$ cat config.mk
export PLATFORM = sky130hd
export DESIGN_NAME = at_response_parser_top_flat
export DESIGN_NICKNAME = d
export VERILOG_FILES = /design/src/hw/rtl/atrp_pkg.sv /design/src/hw/rtl/atrp_in_if.sv /design/src/hw/rtl/atrp_out_if.sv /design/src/hw/rtl/at_response_parser_top.sv /design/src/flat_wrapper.sv
export SDC_FILE = /design/constraint.sdc
export NUM_CORES = 1
export LEC_CHECK = 0
export ABC_AREA = 1
export BUFFER_PORTS_ARGS = -buffer_cell sky130_fd_sc_hd__buf_2
export CAP_MARGIN = 40
export CORE_ASPECT_RATIO = 0.8
export CORE_MARGIN = 2
export CORE_UTILIZATION = 50
export DETAILED_ROUTE_END_ITERATION = 6
export GPL_TIMING_DRIVEN = 0
export PLACE_DENSITY = 0.78
export SLEW_MARGIN = 15
export SYNTH_ARGS = -nofsm -noshare
export SYNTH_HDL_FRONTEND = slang
export SYNTH_SLANG_ARGS = --single-unit
$ cat constraint.sdc
create_clock -name clk -period 2.8 [get_ports clk]
set_clock_uncertainty 0.15 [all_clocks]
set_input_delay 0 -clock clk [delete_from_list [all_inputs] [get_ports clk]]
set_output_delay 0 -clock clk [all_outputs]
set_load 0.05 [all_outputs]
$ cat src/hw/rtl/atrp_pkg.sv
package atrp_pkg;

    localparam int DEF_MAX_LINES    = 16;
    localparam int DEF_MAX_LINE_LEN = 128;

    localparam int BYTE_W  = 8;
    localparam int STAT_W  = 2;
    localparam int SLINE_W = 4;
    localparam int SCOL_W  = 7;
    localparam int LDONE_W = 5;

    localparam logic [BYTE_W-1:0] CH_CR    = 8'h0d;
    localparam logic [BYTE_W-1:0] CH_LF    = 8'h0a;
    localparam logic [BYTE_W-1:0] CH_O     = 8'h4f;
    localparam logic [BYTE_W-1:0] CH_K     = 8'h4b;
    localparam logic [BYTE_W-1:0] CH_E     = 8'h45;
    localparam logic [BYTE_W-1:0] CH_R     = 8'h52;
    localparam logic [BYTE_W-1:0] CH_PLUS  = 8'h2b;
    localparam logic [BYTE_W-1:0] CH_PR_LO = 8'd32;
    localparam logic [BYTE_W-1:0] CH_PR_HI = 8'd126;

    typedef enum logic [STAT_W-1:0] {
        STAT_NOT_READY = 2'd0,
        STAT_DONE      = 2'd1,
        STAT_ERROR     = 2'd2
    } status_t;

    typedef enum logic [17:0] {
        ST_WAIT_CR   = 18'h00001,
        ST_HDR_LF    = 18'h00002,
        ST_BODY      = 18'h00004,
        ST_OK_O      = 18'h00008,
        ST_ERR_E     = 18'h00010,
        ST_TEXT_1ST  = 18'h00020,
        ST_OK_K      = 18'h00040,
        ST_OK_LF     = 18'h00080,
        ST_ERR_R1    = 18'h00100,
        ST_ERR_R2    = 18'h00200,
        ST_ERR_O     = 18'h00400,
        ST_ERR_R3    = 18'h00800,
        ST_ERR_LF    = 18'h01000,
        ST_TEXT      = 18'h02000,
        ST_LINE_LF   = 18'h04000,
        ST_LINE_END  = 18'h08000,
        ST_TAIL_LF   = 18'h10000,
        ST_TAIL      = 18'h20000
    } state_t;

    function automatic logic is_text(input logic [BYTE_W-1:0] c);
        return (c >= CH_PR_LO) && (c <= CH_PR_HI);
    endfunction

endpackage

$ cat src/hw/rtl/atrp_in_if.sv
interface atrp_in_if;
    import atrp_pkg::*;

    logic              valid;
    logic              ready;
    logic [BYTE_W-1:0] rx_byte;

    modport source (output valid, output rx_byte, input ready);
    modport sink   (input valid, input rx_byte, output ready);
endinterface

$ cat src/hw/rtl/atrp_out_if.sv
interface atrp_out_if;
    import atrp_pkg::*;

    logic               valid;
    logic               ready;
    logic [STAT_W-1:0]  status;
    logic               store_valid;
    logic [BYTE_W-1:0]  store_char;
    logic [SLINE_W-1:0] store_line;
    logic [SCOL_W-1:0]  store_col;
    logic [LDONE_W-1:0] lines_done;

    modport source (output valid, output status, output store_valid, output store_char,
                    output store_line, output store_col, output lines_done, input ready);
    modport sink   (input valid, input status, input store_valid, input store_char,
                    input store_line, input store_col, input lines_done, output ready);
endinterface

$ cat src/hw/rtl/at_response_parser_top.sv
// Modem AT response checker, one received byte per transaction.
// in_ch carries rx_byte; out_ch returns one result transaction per input byte:
// status (not ready / complete / grammar error), a text-store write strobe with
// character, line and column for an external line store, and lines_done.
// Latency: the result is registered and valid in the cycle after the input
// transaction. Throughput: one byte per cycle while the receiver does not stall,
// set by the update of the parse state and the line/column counters on every byte.
// A held result does not block a new byte while out_ch.ready is high in the
// same cycle; if the receiver stalls, in_ch.ready drops until the held
// result is taken. No result is dropped or repeated.
// On a grammar error the parse state and counters are left as they were.
// Line counter: cleared only at reset, never between responses; saturates
// at MAX_LINES. Column counter: also cleared as a new text line opens.
// Reset (rst_n low, asynchronous) returns to waiting for CR with both
// counters at zero and no result pending.
module at_response_parser_top
#(
    parameter int MAX_LINES    = atrp_pkg::DEF_MAX_LINES,
    parameter int MAX_LINE_LEN = atrp_pkg::DEF_MAX_LINE_LEN
)
(
    input  logic              clk,
    input  logic              rst_n,
    atrp_in_if.sink           in_ch,
    atrp_out_if.source        out_ch
);
    import atrp_pkg::*;

    localparam int LINE_W = $clog2(MAX_LINES + 1);
    localparam int COL_W  = $clog2(MAX_LINE_LEN + 1);

    state_t              state_reg, state_next;
    logic [LINE_W-1:0]   line_reg, line_next;
    logic [COL_W-1:0]    col_reg, col_next;

    logic                out_valid_reg;
    status_t             status_reg, status_next;
    logic                store_reg, store_next;
    logic [BYTE_W-1:0]   char_reg, char_next;
    logic [SLINE_W-1:0]  sline_reg, sline_next;
    logic [SCOL_W-1:0]   scol_reg, scol_next;
    logic [LDONE_W-1:0]  ldone_reg, ldone_next;

    logic                accept;
    logic [BYTE_W-1:0]   c;
    logic                in_bounds;
    logic                line_open;
    logic                err;
    logic                store;
    state_t              nxt;
    logic [LINE_W-1:0]   line_upd;
    logic [COL_W-1:0]    col_upd;
    logic [7:0]          line_ext;
    logic [7:0]          col_ext;
    logic [7:0]          line_upd_ext;

    assign in_ch.ready = !out_valid_reg || out_ch.ready;
    assign accept      = in_ch.valid && in_ch.ready;
    assign c           = in_ch.rx_byte;

    assign line_open = line_reg < LINE_W'(MAX_LINES);
    assign in_bounds = line_open && (col_reg < COL_W'(MAX_LINE_LEN));

    always_comb
    begin
        nxt      = state_reg;
        err      = 1'b0;
        store    = 1'b0;
        line_upd = line_reg;
        col_upd  = col_reg;
        status_next = STAT_NOT_READY;
        unique case (state_reg)
            ST_WAIT_CR:
            begin
                if (c == CH_CR) nxt = ST_HDR_LF;
            end
            ST_HDR_LF:
            begin
                if (c == CH_LF) nxt = ST_BODY; else err = 1'b1;
            end
            ST_BODY, ST_TEXT_1ST:
            begin
                if (state_reg == ST_BODY && c == CH_O) nxt = ST_OK_O;
                else if (state_reg == ST_BODY && c == CH_E) nxt = ST_ERR_E;
                else if (state_reg == ST_BODY && c == CH_PLUS) nxt = ST_TEXT_1ST;
                else if (is_text(c))
                begin
                    if (in_bounds)
                    begin
                        store   = 1'b1;
                        col_upd = col_reg + 1'b1;
                    end
                    nxt = ST_TEXT;
                end
                else err = 1'b1;
            end
            ST_OK_O:
            begin
                if (c == CH_K) nxt = ST_OK_K; else err = 1'b1;
            end
            ST_ERR_E:
            begin
                if (c == CH_R) nxt = ST_ERR_R1; else err = 1'b1;
            end
            ST_OK_K:
            begin
                if (c == CH_CR) nxt = ST_OK_LF; else err = 1'b1;
            end
            ST_OK_LF, ST_ERR_LF:
            begin
                if (c == CH_LF)
                begin
                    nxt         = ST_WAIT_CR;
                    status_next = STAT_DONE;
                end
                else err = 1'b1;
            end
            ST_ERR_R1:
            begin
                if (c == CH_R) nxt = ST_ERR_R2; else err = 1'b1;
            end
            ST_ERR_R2:
            begin
                if (c == CH_O) nxt = ST_ERR_O; else err = 1'b1;
            end
            ST_ERR_O:
            begin
                if (c == CH_R) nxt = ST_ERR_R3; else err = 1'b1;
            end
            ST_ERR_R3:
            begin
                if (c == CH_CR) nxt = ST_ERR_LF; else err = 1'b1;
            end
            ST_TEXT:
            begin
                if (is_text(c))
                begin
                    if (in_bounds)
                    begin
                        store   = 1'b1;
                        col_upd = col_reg + 1'b1;
                    end
                end
                else if (c == CH_CR) nxt = ST_LINE_LF;
                else err = 1'b1;
            end
            ST_LINE_LF:
            begin
                if (c == CH_LF)
                begin
                    if (line_open) line_upd = line_reg + 1'b1;
                    nxt = ST_LINE_END;
                end
                else err = 1'b1;
            end
            ST_LINE_END:
            begin
                // text past the limits is swallowed without leaving this state
                if (is_text(c))
                begin
                    if (in_bounds)
                    begin
                        col_upd = '0;
                        nxt     = ST_TEXT_1ST;
                    end
                end
                else if (c == CH_CR) nxt = ST_TAIL_LF;
                else err = 1'b1;
            end
            ST_TAIL_LF:
            begin
                if (c == CH_LF) nxt = ST_TAIL; else err = 1'b1;
            end
            ST_TAIL:
            begin
                if (c == CH_E) nxt = ST_ERR_E;
                else if (c == CH_O) nxt = ST_OK_O;
                else err = 1'b1;
            end
            default:
            begin
                nxt = ST_WAIT_CR;
            end
        endcase

        if (err)
        begin
            status_next = STAT_ERROR;
            state_next  = state_reg;
            line_next   = line_reg;
            col_next    = col_reg;
        end
        else
        begin
            state_next = nxt;
            line_next  = line_upd;
            col_next   = col_upd;
        end
    end

    assign line_ext     = 8'(line_reg);
    assign col_ext      = 8'(col_reg);
    assign line_upd_ext = 8'(line_next);

    assign store_next = store;
    assign char_next  = store ? c : '0;
    assign sline_next = store ? line_ext[SLINE_W-1:0] : '0;
    assign scol_next  = store ? col_ext[SCOL_W-1:0] : '0;
    assign ldone_next = line_upd_ext[LDONE_W-1:0];

    always_ff @(posedge clk or negedge rst_n)
    begin
        if (!rst_n)
        begin
            state_reg     <= ST_WAIT_CR;
            line_reg      <= '0;
            col_reg       <= '0;
            out_valid_reg <= 1'b0;
        end
        else
        begin
            if (accept)
            begin
                state_reg <= state_next;
                line_reg  <= line_next;
                col_reg   <= col_next;
            end
            if (accept) out_valid_reg <= 1'b1;
            else if (out_ch.ready) out_valid_reg <= 1'b0;
        end
    end

    always_ff @(posedge clk)
    begin
        if (accept)
        begin
            status_reg <= status_next;
            store_reg  <= store_next;
            char_reg   <= char_next;
            sline_reg  <= sline_next;
            scol_reg   <= scol_next;
            ldone_reg  <= ldone_next;
        end
    end

    assign out_ch.valid       = out_valid_reg;
    assign out_ch.status      = status_reg;
    assign out_ch.store_valid = store_reg;
    assign out_ch.store_char  = char_reg;
    assign out_ch.store_line  = sline_reg;
    assign out_ch.store_col   = scol_reg;
    assign out_ch.lines_done  = ldone_reg;

endmodule

$ cat src/flat_wrapper.sv
// flat-port wrapper written by rule: the top's interface ports become plain ports
module at_response_parser_top_flat import atrp_pkg::*;
#(
    parameter int MAX_LINES    = atrp_pkg::DEF_MAX_LINES,
    parameter int MAX_LINE_LEN = atrp_pkg::DEF_MAX_LINE_LEN
)
  (clk, rst_n, in_ch_valid, in_ch_rx_byte, in_ch_ready, out_ch_valid, out_ch_status, out_ch_store_valid, out_ch_store_char, out_ch_store_line, out_ch_store_col, out_ch_lines_done, out_ch_ready);
  atrp_in_if in_ch_i ();
  atrp_out_if out_ch_i ();
  input  logic clk;
  input  logic rst_n;
  input wire logic [$bits(in_ch_i.valid)-1:0] in_ch_valid;
  input wire logic [$bits(in_ch_i.rx_byte)-1:0] in_ch_rx_byte;
  output wire logic [$bits(in_ch_i.ready)-1:0] in_ch_ready;
  output wire logic [$bits(out_ch_i.valid)-1:0] out_ch_valid;
  output wire logic [$bits(out_ch_i.status)-1:0] out_ch_status;
  output wire logic [$bits(out_ch_i.store_valid)-1:0] out_ch_store_valid;
  output wire logic [$bits(out_ch_i.store_char)-1:0] out_ch_store_char;
  output wire logic [$bits(out_ch_i.store_line)-1:0] out_ch_store_line;
  output wire logic [$bits(out_ch_i.store_col)-1:0] out_ch_store_col;
  output wire logic [$bits(out_ch_i.lines_done)-1:0] out_ch_lines_done;
  input wire logic [$bits(out_ch_i.ready)-1:0] out_ch_ready;
  assign in_ch_i.valid = in_ch_valid;
  assign in_ch_i.rx_byte = in_ch_rx_byte;
  assign in_ch_ready = in_ch_i.ready;
  assign out_ch_valid = out_ch_i.valid;
  assign out_ch_status = out_ch_i.status;
  assign out_ch_store_valid = out_ch_i.store_valid;
  assign out_ch_store_char = out_ch_i.store_char;
  assign out_ch_store_line = out_ch_i.store_line;
  assign out_ch_store_col = out_ch_i.store_col;
  assign out_ch_lines_done = out_ch_i.lines_done;
  assign out_ch_i.ready = out_ch_ready;
  at_response_parser_top #(.MAX_LINES(MAX_LINES), .MAX_LINE_LEN(MAX_LINE_LEN)) u_core (.clk(clk), .rst_n(rst_n), .in_ch(in_ch_i), .out_ch(out_ch_i));
endmodule
Word-level counts from Yosys, hierarchy flattened:

Cells that the tools add are included.

* word-level logic and storage cells: 143
* output and inout bits: 29
* register bits: 59
* input bits: 12

* equal/unequal tests: 48
* bitwise logic cells: 2
* muxes and demuxes: 57
* add/subtract/negate cells: 2
* magnitude comparators: 4
* reductions and logical operators: 19

Operator list (count)
* 2-to-1 mux 18 bit: 23
* case mux 18 bit (16 select lines): 1
* 2-to-1 mux 8 bit: 7
* == test 8 x 7 -> 1 bit (second input constant): 4
* inequality test 2 x 1 -> 1 bit (second input constant): 15
* case mux 8 bit (3 select lines): 1
* 2-to-1 mux 5 bit: 4
* AND reduction 20 bit: 1
* 2-to-1 mux 1 bit: 19
* == test 18 x 1 -> 1 bit (second input constant): 1
* == test 18 x 10 -> 1 bit (second input constant): 1
* == test 18 x 11 -> 1 bit (second input constant): 1
* == test 18 x 12 -> 1 bit (second input constant): 1
* == test 18 x 13 -> 1 bit (second input constant): 1
* == test 18 x 14 -> 1 bit (second input constant): 1
* == test 18 x 15 -> 1 bit (second input constant): 1
* == test 18 x 16 -> 1 bit (second input constant): 1
* == test 18 x 17 -> 1 bit (second input constant): 1
* == test 18 bit (second input constant): 1
* == test 18 x 2 -> 1 bit (second input constant): 1
* == test 18 x 3 -> 1 bit (second input constant): 1
* == test 18 x 4 -> 1 bit (second input constant): 1
* == test 18 x 5 -> 1 bit (second input constant): 1
* == test 18 x 6 -> 1 bit (second input constant): 1
* other kinds (27): 42

Longest topological paths before layout:

Gate-level depths: netlist of the first run.

* word-level depth: 9
* depth in mapped cells: 14
* mapped depth without buffers: 13

Worst setup path before layout of the first run:

No wires, ideal clock.

* path kind: flip-flop to flip-flop
* start point: register u_core.out_valid_reg, in the netlist u_core.out_ch.valid
* end point: register u_core.col_reg[0], in the netlist u_core.col_ext[0]
* library setup time: 127 ps
* required time: 2523 ps
* arrival time: 2710 ps
* setup slack: -187 ps
* path buffers: 1
* period minus slack after synthesis: 2987 ps
* stages on the path, launching flop included: 9
* cell sequence: dfrtp_1 -> nand2_1 -> nand2_1 -> clkinv_1 -> nand3_1 -> nor2_4 -> buf_6 -> a21oi_1 -> a21oi_1

* word-level cells in the longest chain between the ends: 4

RTL lines
* start: declaration: line at_response_parser_top.sv:36 `logic out_valid_reg;`
* start signal: assignment: line at_response_parser_top.sv:218 `out_valid_reg <= 1'b0;`
* start signal: assignment: line at_response_parser_top.sv:228 `if (accept) out_valid_reg <= 1'b1;`
* start signal: assignment: line at_response_parser_top.sv:229 `else if (out_ch.ready) out_valid_reg <= 1'b0;`
* zero test 1 bit: line at_response_parser_top.sv:57 `assign in_ch.ready = !out_valid_reg || out_ch.ready;`
* logical OR 1 bit: line at_response_parser_top.sv:57
* via in_ch_ready: line flat_wrapper.sv:14 `output wire logic [$bits(in_ch_i.ready)-1:0] in_ch_ready;`
* logical AND 1 bit: line at_response_parser_top.sv:58 `assign accept = in_ch.valid && in_ch.ready;`
* via u_core.accept: line at_response_parser_top.sv:44 `logic accept;`
* AND reduction 8 bit (no line)
* end signal: assignment: line at_response_parser_top.sv:226 `col_reg <= col_next;`
* end: declaration: line at_response_parser_top.sv:34 `logic [COL_W-1:0] col_reg, col_next;`

The timed path passes the listed nets, and every way through them passes these cells.
A chain may end at the register's enable or synchronous reset.

Worst setup path in the final report of the first run:

* start point: register u_core.state_reg[14]
* end point: register u_core.scol_reg[0], in the netlist u_core.out_ch.store_col[0], data pin

* word-level cells in the longest chain between the ends: 6
* elaborated cells between the ends (all ways): 11
* those cells by class: 3 x eq/ne; 4 x mux; 4 x reduce/logical

RTL lines
* start: declaration: line at_response_parser_top.sv:32 `state_t state_reg, state_next;`
* start signal: assignment: line at_response_parser_top.sv:224 `state_reg <= state_next;`
* == test 18 x 3 -> 1 bit
* logical AND 1 bit: line at_response_parser_top.sv:85 `else if (state_reg == ST_BODY && c == CH_PLUS) nxt = ST_TEXT_1ST;`
* 2-to-1 mux 1 bit: line at_response_parser_top.sv:85
* 2-to-1 mux 1 bit: line at_response_parser_top.sv:84 `else if (state_reg == ST_BODY && c == CH_E) nxt = ST_ERR_E;`
* 2-to-1 mux 1 bit: line at_response_parser_top.sv:83 `if (state_reg == ST_BODY && c == CH_O) nxt = ST_OK_O;`
* case mux 1 bit (2 select lines) (*): line at_response_parser_top.sv:72 `unique case (state_reg)`
* end signal: assignment: line at_response_parser_top.sv:241 `scol_reg <= scol_next;`
* end: declaration: line at_response_parser_top.sv:41 `logic [SCOL_W-1:0] scol_reg, scol_next;`

Every way passes the cells marked *; elsewhere a longest branch is shown, timed or not.

==> run_results.csv, run 1 <==
group,metric,value,unit
drt,drt_first_pass_iters,6,
clocking,clkTransAtPathRegs,70,ps
die,core_area,0.006959,mm²
layout,drive_above_1_share,0.2143,
layout,num-nets-final,527,
synth,synth_enable_flop_cells,27,
die,start_util,0.5221,
critical_path,setup.worst_path.start_class,"flop",
timing,relSlewSlack,0.5080,
die,die_y,80.25,µm
place,routabilityCongestion,0.9093,
clocking,clock_sinks,59,
timing,fin_crit,2501,ps
pwr,swShare,0.4061,
place,dp_slack,347.9,ps
clocking,cts_resized,0,
clocking,cts_buffers,9,
die,die_area,0.007969,mm²
drt,via_per_inst,5.278,
critical_path,path_max_fanout,10,
place,placed_area,0.003944,mm²
min_path,min_path_type,"in2reg",
layout,largest_register_ff_count,18,
layout,syn2layout_area_growth,16.63,%
timing,layout_setup_ws,299.3,ps
drt,first_iter_violations,269,
timing,fin_tns_setup,0,ps
synth,ys_seq_area_frac,0.4439,
clocking,cts_root_buf,"clkbuf_8",
clocking,cts.htree.levels,3,
die,placementRows,27,
critical_path,end_kind,"flop",
synth,ys_warn_count,0,
pwr,power_frac_clock,0.254,
timing,maxSlewViolCount,0,
pwr,power_frac_seq,0.356,
drt,wl,8.136,mm
place,portBuffers,40,
place,dp_hpwl,5.918,mm
pwr,ir_drop,508.1,µV
global_route,grt-ovfl-total,0,
drt,vias,3193,
synth,synth_area_per_cell,8.057,µm²
global_route,grt_max_degree,37,
synth,syn_inst,451,
drt,wl_per_cell,13.45,µm
pwr,internal_power,1.757,mW
drt,drtAntennaViolNets,0,
pwr,power_density,698.0,mW/mm²
critical_path,required,2730,ps
global_route,grtUsageTotal,0.2171,
global_route,grt_pass1_vias,2917,
timing,grt_setup_unrepaired,"false",
job,drv_cap,0,
synth,synth-seq-cells,59,
status,status,"finished, final reports clean",
timing,min_period_over_period,0.8931,
clocking,cts_max_path_buffers,2,
synth,async_flop_share,0.5424,
pwr,comb_power_share,0.391,
drt,drc,0,
timing,fmax,399.9,MHz
timing,finalHoldViolCount,0,
synth,synthDistinctLibCells,42,
synth,synth_area,0.003633,mm²
timing,finalSetupViolations,0,
pwr,leakagePower,2.067,nW
layout,num_antenna_cells,0,
clocking,cts_tree,"yes",
global_route,antenna_found_initial,0,
synth,ys.flop_type,"dfrtp_1",
layout,final_area,0.004238,mm²
critical_path,crit_arrival,2430,ps
die,die_w,99.31,µm
die,boundaryPins,41,
global_route,grt_first_pass_wirelength,13.56,mm
critical_path,worstSetupPathType,"reg2reg",
clocking,clk-insertion-delay-late,340,ps
pwr,p_switching,1.201,mW
timing,tightestPinTransition,738.0,ps
synth,synth_nets,465,
pwr,power,2.958,mW
clocking,postCtsSetupBuffers,0,
## path summary, 6_finish.rpt
check | cells past startpoint | slack (ps) | end | from
min in group asynchronous | 2 | 110 | u_core.state_reg[17]$_DFFE_PN0P_ | rst_n
worst min-delay path | 6 | 60 | u_core.state_reg[5]$_DFFE_PN0P_ | in_ch_rx_byte[7]
worst min register to register | 2 | 340 | u_core.state_reg[0]$_DFFE_PN1P_ | u_core.state_reg[0]$_DFFE_PN1P_
worst max register to register | 11 | 300 | u_core.out_ch.store_col[0]$_SDFFCE_PN0P_ | u_core.state_reg[14]$_DFFE_PN0P_
worst max-delay path | 11 | 300 | u_core.out_ch.store_col[0]$_SDFFCE_PN0P_ | u_core.state_reg[14]$_DFFE_PN0P_
max in group asynchronous | 2 | 1910 | u_core.state_reg[1]$_DFFE_PN0P_ | rst_n
## critical path, cell delays in order (launching register included)
cell	delay, ps
dfrtp_1	410
nor2_2	200
nand2_2	160
nor2_4	140
nand2_2	80
nor2_2	140
nand2_1	140
nand3b_4	130
nand2_1	60
nand2_1	260
buf_2	290
nor2_1	80
## what timing repair did
| action | 4_1_cts | 5_1_grt |
|---|---|---|
| hold buffers | 11 | 0 |
| hold endpoints to repair | 41 | 0 |
| setup endpoints to repair | 0 | 0 |
## logic make-up (layout without fill, tap and decap cells)
logic type               Yosys count  count (layout)  synth area share
other                              1               1          0.001032
adder cells (fa/ha/maj)            2               2          0.006886
AND/OR/NAND/NOR                  289             289            0.4094
XOR/XNOR                           3               3          0.007233
buffers and inverters             75             142           0.09572
flip-flops                        59              59            0.4439
AO/OA/AOI/OAI                     22              22           0.03581
## placed cells by master, fill, tap and decap left out, types with 10 or more instances in the layout
cell type,netlist,routed
buf_2,1,41
nand4_1,18,18
nor2_2,14,14
nor2_1,63,63
edfxtp_1,27,27
inv_1,64,64
nand3_2,10,10
nand2_1,111,111
dlygate4sd3_1,0,11
nand3_1,37,37
dfrtp_1,31,31
## layout make-up
cell class	count	area [µm²]
inverters	66	249.0
clock buffers	10	127.6
plain buffers	9	100.1
repair buffers	51	310.3
well taps	87	108.9
clock inverters	6	56.30
flip-flops and latches	59	1613
multi-input cells	317	1673
fillers	593	2721
## through the flow
step,hold slack [ps],std cells,utilization
CTS,55.23,605,0.6090
detailed placement,-44.57,578,0.5667
global placement,-46.16,578,0.5667
finish,63.39,605,0.6090
global route,114.3,605,0.6090
floorplan,-445.6,451,-
## power groups by stage
| stage | registers (mW) | logic [mW] | clock network [mW] |
|---|---|---|---|
| floorplan | 1.16 | 0.796 | 0 |
| global placement | 1.06 | 1.10 | 0 |
| detailed placement | 1.07 | 1.13 | 0 |
| CTS | 1.05 | 1.15 | 0.763 |
| global route | 1.06 | 1.26 | 0.804 |
| finish | 1.05 | 1.16 | 0.750 |
## metal layers
layer,global-route usage,share of wire
met1,0.3022,0.47
met2,0.3419,0.45
met3,0.05744,0.068
met4,0.04932,0.013
met5,0,0
## synth_stat cells, drive strengths merged (3+ instances only)
master | instances | area share
nor2 | 85 | 0.12
nand3 | 47 | 0.079
dfrtp | 31 | 0.21
nand4 | 19 | 0.034
nor3 | 6 | 0.0096
buf | 8 | 0.027
nand3b | 11 | 0.027
inv | 65 | 0.067
edfxtp | 27 | 0.22
nand2 | 119 | 0.13
a21oi | 7 | 0.011
xor2 | 3 | 0.0072
o21ai | 9 | 0.012
Power figures use the tool's default switching activity.
==> inputs of run 2 (changes only) <==
Settings changed: BUFFER_PORTS_ARGS -buffer_cell sky130_fd_sc_hd__buf_2 to default, CORE_MARGIN 2 to 10, DONT_BUFFER_PORTS from default to 1, PLACE_DENSITY 0.78 to 0.73.
==> run_results.csv, run 2 (same netlist as run 1, synthesis figures left out) <==
group,metric,value,unit
die,placementRows,27,
clocking,clkTransAtPathRegs,70,ps
min_path,hold_depth,5,
layout,num-nets-final,489,
min_path,min_path_type,"in2reg",
drt,drc,0,
place,routabilityCongestion,0.9028,
timing,fmax,402.1,MHz
global_route,grt_first_pass_wirelength,13.79,mm
timing,fin_crit,2487,ps
place,portBuffers,0,
critical_path,setup.worst_path.start_class,"flop",
die,boundaryPins,41,
critical_path,rr_startpoint,"u_core.out_ch.valid$_DFFE_PN0P_",
layout,fin_util,0.5881,
pwr,power_density,719.5,mW/mm²
timing,finalHoldViolCount,0,
die,core_area,0.006959,mm²
pwr,leakagePower,1.925,nW
timing,fin_tns_setup,0,ps
status,status,"finished, final reports clean",
clocking,cts.htree.levels,3,
global_route,grtUsageTotal,0.1565,
global_route,grt_max_degree,37,
die,die_area,0.01110,mm²
drt,wl_met2,3.686,mm
critical_path,critPathMostFrequentCell,"inv_1",
layout,final_common_cell,"nand2_1",
clocking,cts_buffers,9,
job,drv_cap,0,
clocking,postCtsSetupBuffers,0,
critical_path,worstSetupPathType,"reg2reg",
die,die_y,96.25,µm
drt,drt-met1-wl,3.981,mm
layout,num_antenna_cells,0,
critical_path,crit_chain,"nand2_2, nand2_1, clkinv_4, nand3_1, nor2_4, buf_6, inv_1, o211ai_2, inv_1",
critical_path,path_delay_family,"simple AND/OR/NAND/NOR gates",
die,die_w,115.3,µm
critical_path,r2r_end,"u_core.col_ext[2]$_DFFE_PN0P_",
layout,syn2layout_area_growth,12.64,%
drt,drt_first_pass_iters,5,
critical_path,reg2reg_depth,9,
drt,first_iter_violations,198,
global_route,grt_pass1_vias,2836,
layout,fillers,620,
critical_path,critPathMaxStageDelay,570,ps
critical_path,rrSetupSlack,310,ps
drt,wl,8.389,mm
timing,finalSetupViolations,0,
drt,route.met3.wl,546,µm
drt,via_per_inst,5.303,
pwr,power,2.945,mW
critical_path,cpMaxStageDelayCell,"dfrtp_1",
global_route,grt-ovfl-total,0,
critical_path,end_kind,"flop",
layout,largest_register_ff_count,18,
min_path,holdCritStartpoint,"in_ch_rx_byte[5]",
critical_path,crit_arrival,2570,ps
clocking,cts_max_path_buffers,2,
clocking,clock_sinks,59,
clocking,clk-insertion-delay-late,350,ps
clocking,cts_root_buf,"clkbuf_8",
critical_path,critPathBufInv,4,
drt,routed.top_layer,"met4",
place,placed_area,0.003744,mm²
place,dp.cells,538,
timing,maxSlewViolCount,0,
min_path,hold_end,"u_core.state_reg[5]$_DFFE_PN0P_",
layout,drive_above_1_share,0.1563,
critical_path,path_max_fanout,36,
pwr,ir_drop,359.4,µV
layout,finalNonFillerCells,567,
clocking,cts_tree,"yes",
drt,drtAntennaViolNets,0,
die,start_util,0.5221,
place,dp_hpwl,6.095,mm
drt,vias,3007,
global_route,antenna_found_initial,0,
timing,min_period_over_period,0.8883,
layout,final_cell_mix,"110 x nand2_1, 64 x inv_1, 63 x nor2_1",
layout,final_area,0.004093,mm²
critical_path,required,2890,ps
drt,wl_per_cell,14.80,µm
timing,grt_setup_unrepaired,"false",
-- run 2: final cells by class --
class                           count  area (µm²)  area share
Buffer                              9       100.1     0.02446
Clock buffer                       10       127.6     0.03118
Clock inverter                      6       65.06     0.01590
Inverter                           66       252.7     0.06175
Multi-Input combinational cell    317        1675      0.4094
Sequential cell                    59        1613      0.3941
Tap cell                           87       108.9     0.02660
Timing Repair Buffer               13       150.1     0.03669
-- run 2: how the worst max path moves through the flow --
| stage | start | endpoint | slack, ps | depth (start not counted) |
|---|---|---|---|---|
| global placement | u_core.out_ch.valid$_DFFE_PN0P_ | u_core.col_ext[5]$_DFFE_PN0P_ | -110 | 7 |
| floorplan | u_core.out_ch.valid$_DFFE_PN0P_ | u_core.col_ext[0]$_DFFE_PN0P_ | 240 | 8 |
| global route | u_core.state_reg[14]$_DFFE_PN0P_ | u_core.out_ch.store_line[2]$_SDFFCE_PN0P_ | 120 | 11 |
| detailed placement | u_core.out_ch.valid$_DFFE_PN0P_ | u_core.col_ext[5]$_DFFE_PN0P_ | -150 | 7 |
| finish | u_core.out_ch.valid$_DFFE_PN0P_ | u_core.col_ext[2]$_DFFE_PN0P_ | 310 | 9 |
| CTS | u_core.out_ch.valid$_DFFE_PN0P_ | u_core.col_ext[2]$_DFFE_PN0P_ | 80 | 9 |
-- run 2: where the power goes --
| group | internal (mW) | switching, mW | total [mW] |
|---|---|---|---|
| sequential | 1.00 | 0.160 | 1.16 |
| clock | 0.412 | 0.366 | 0.778 |
| combinational | 0.335 | 0.670 | 1.01 |
-- run 2: metrics by stage --
stage / hold slack, ps / worst slack (ps)
floorplan: -445.6 / 240.1
global placement: -444.0 / -107.7
detailed placement: -444.1 / -151.2
CTS: 6.438 / 82.49
global route: 36.45 / 121.4
finish: 28.36 / 312.8
-- run 2: per-layer routing --
layer,global-route usage,up-vias
li1,-,1497
met1,0.2035,1380
met2,0.2430,111
met3,0.04104,19
met4,0.06481,0
met5,0,-
-- run 2: worst register-to-register path: stages, from the launching register on --
cell and delay, ps:
dfrtp_1 570, nand2_2 350, nand2_1 220, clkinv_4 280, nand3_1 170, nor2_4 210
buf_6 170, inv_1 50, o211ai_2 140, inv_1 60
-- run 2: repair_timing --
| item | 4_1_cts | 5_1_grt |
|---|---|---|
| hold buffers | 12 | 1 |
| pin swaps | 0 | 0 |
| endpoints found under the hold margin | 45 | 1 |
| setup endpoints to repair | 8 | 7 |
| resized for setup | 1 | 1 |
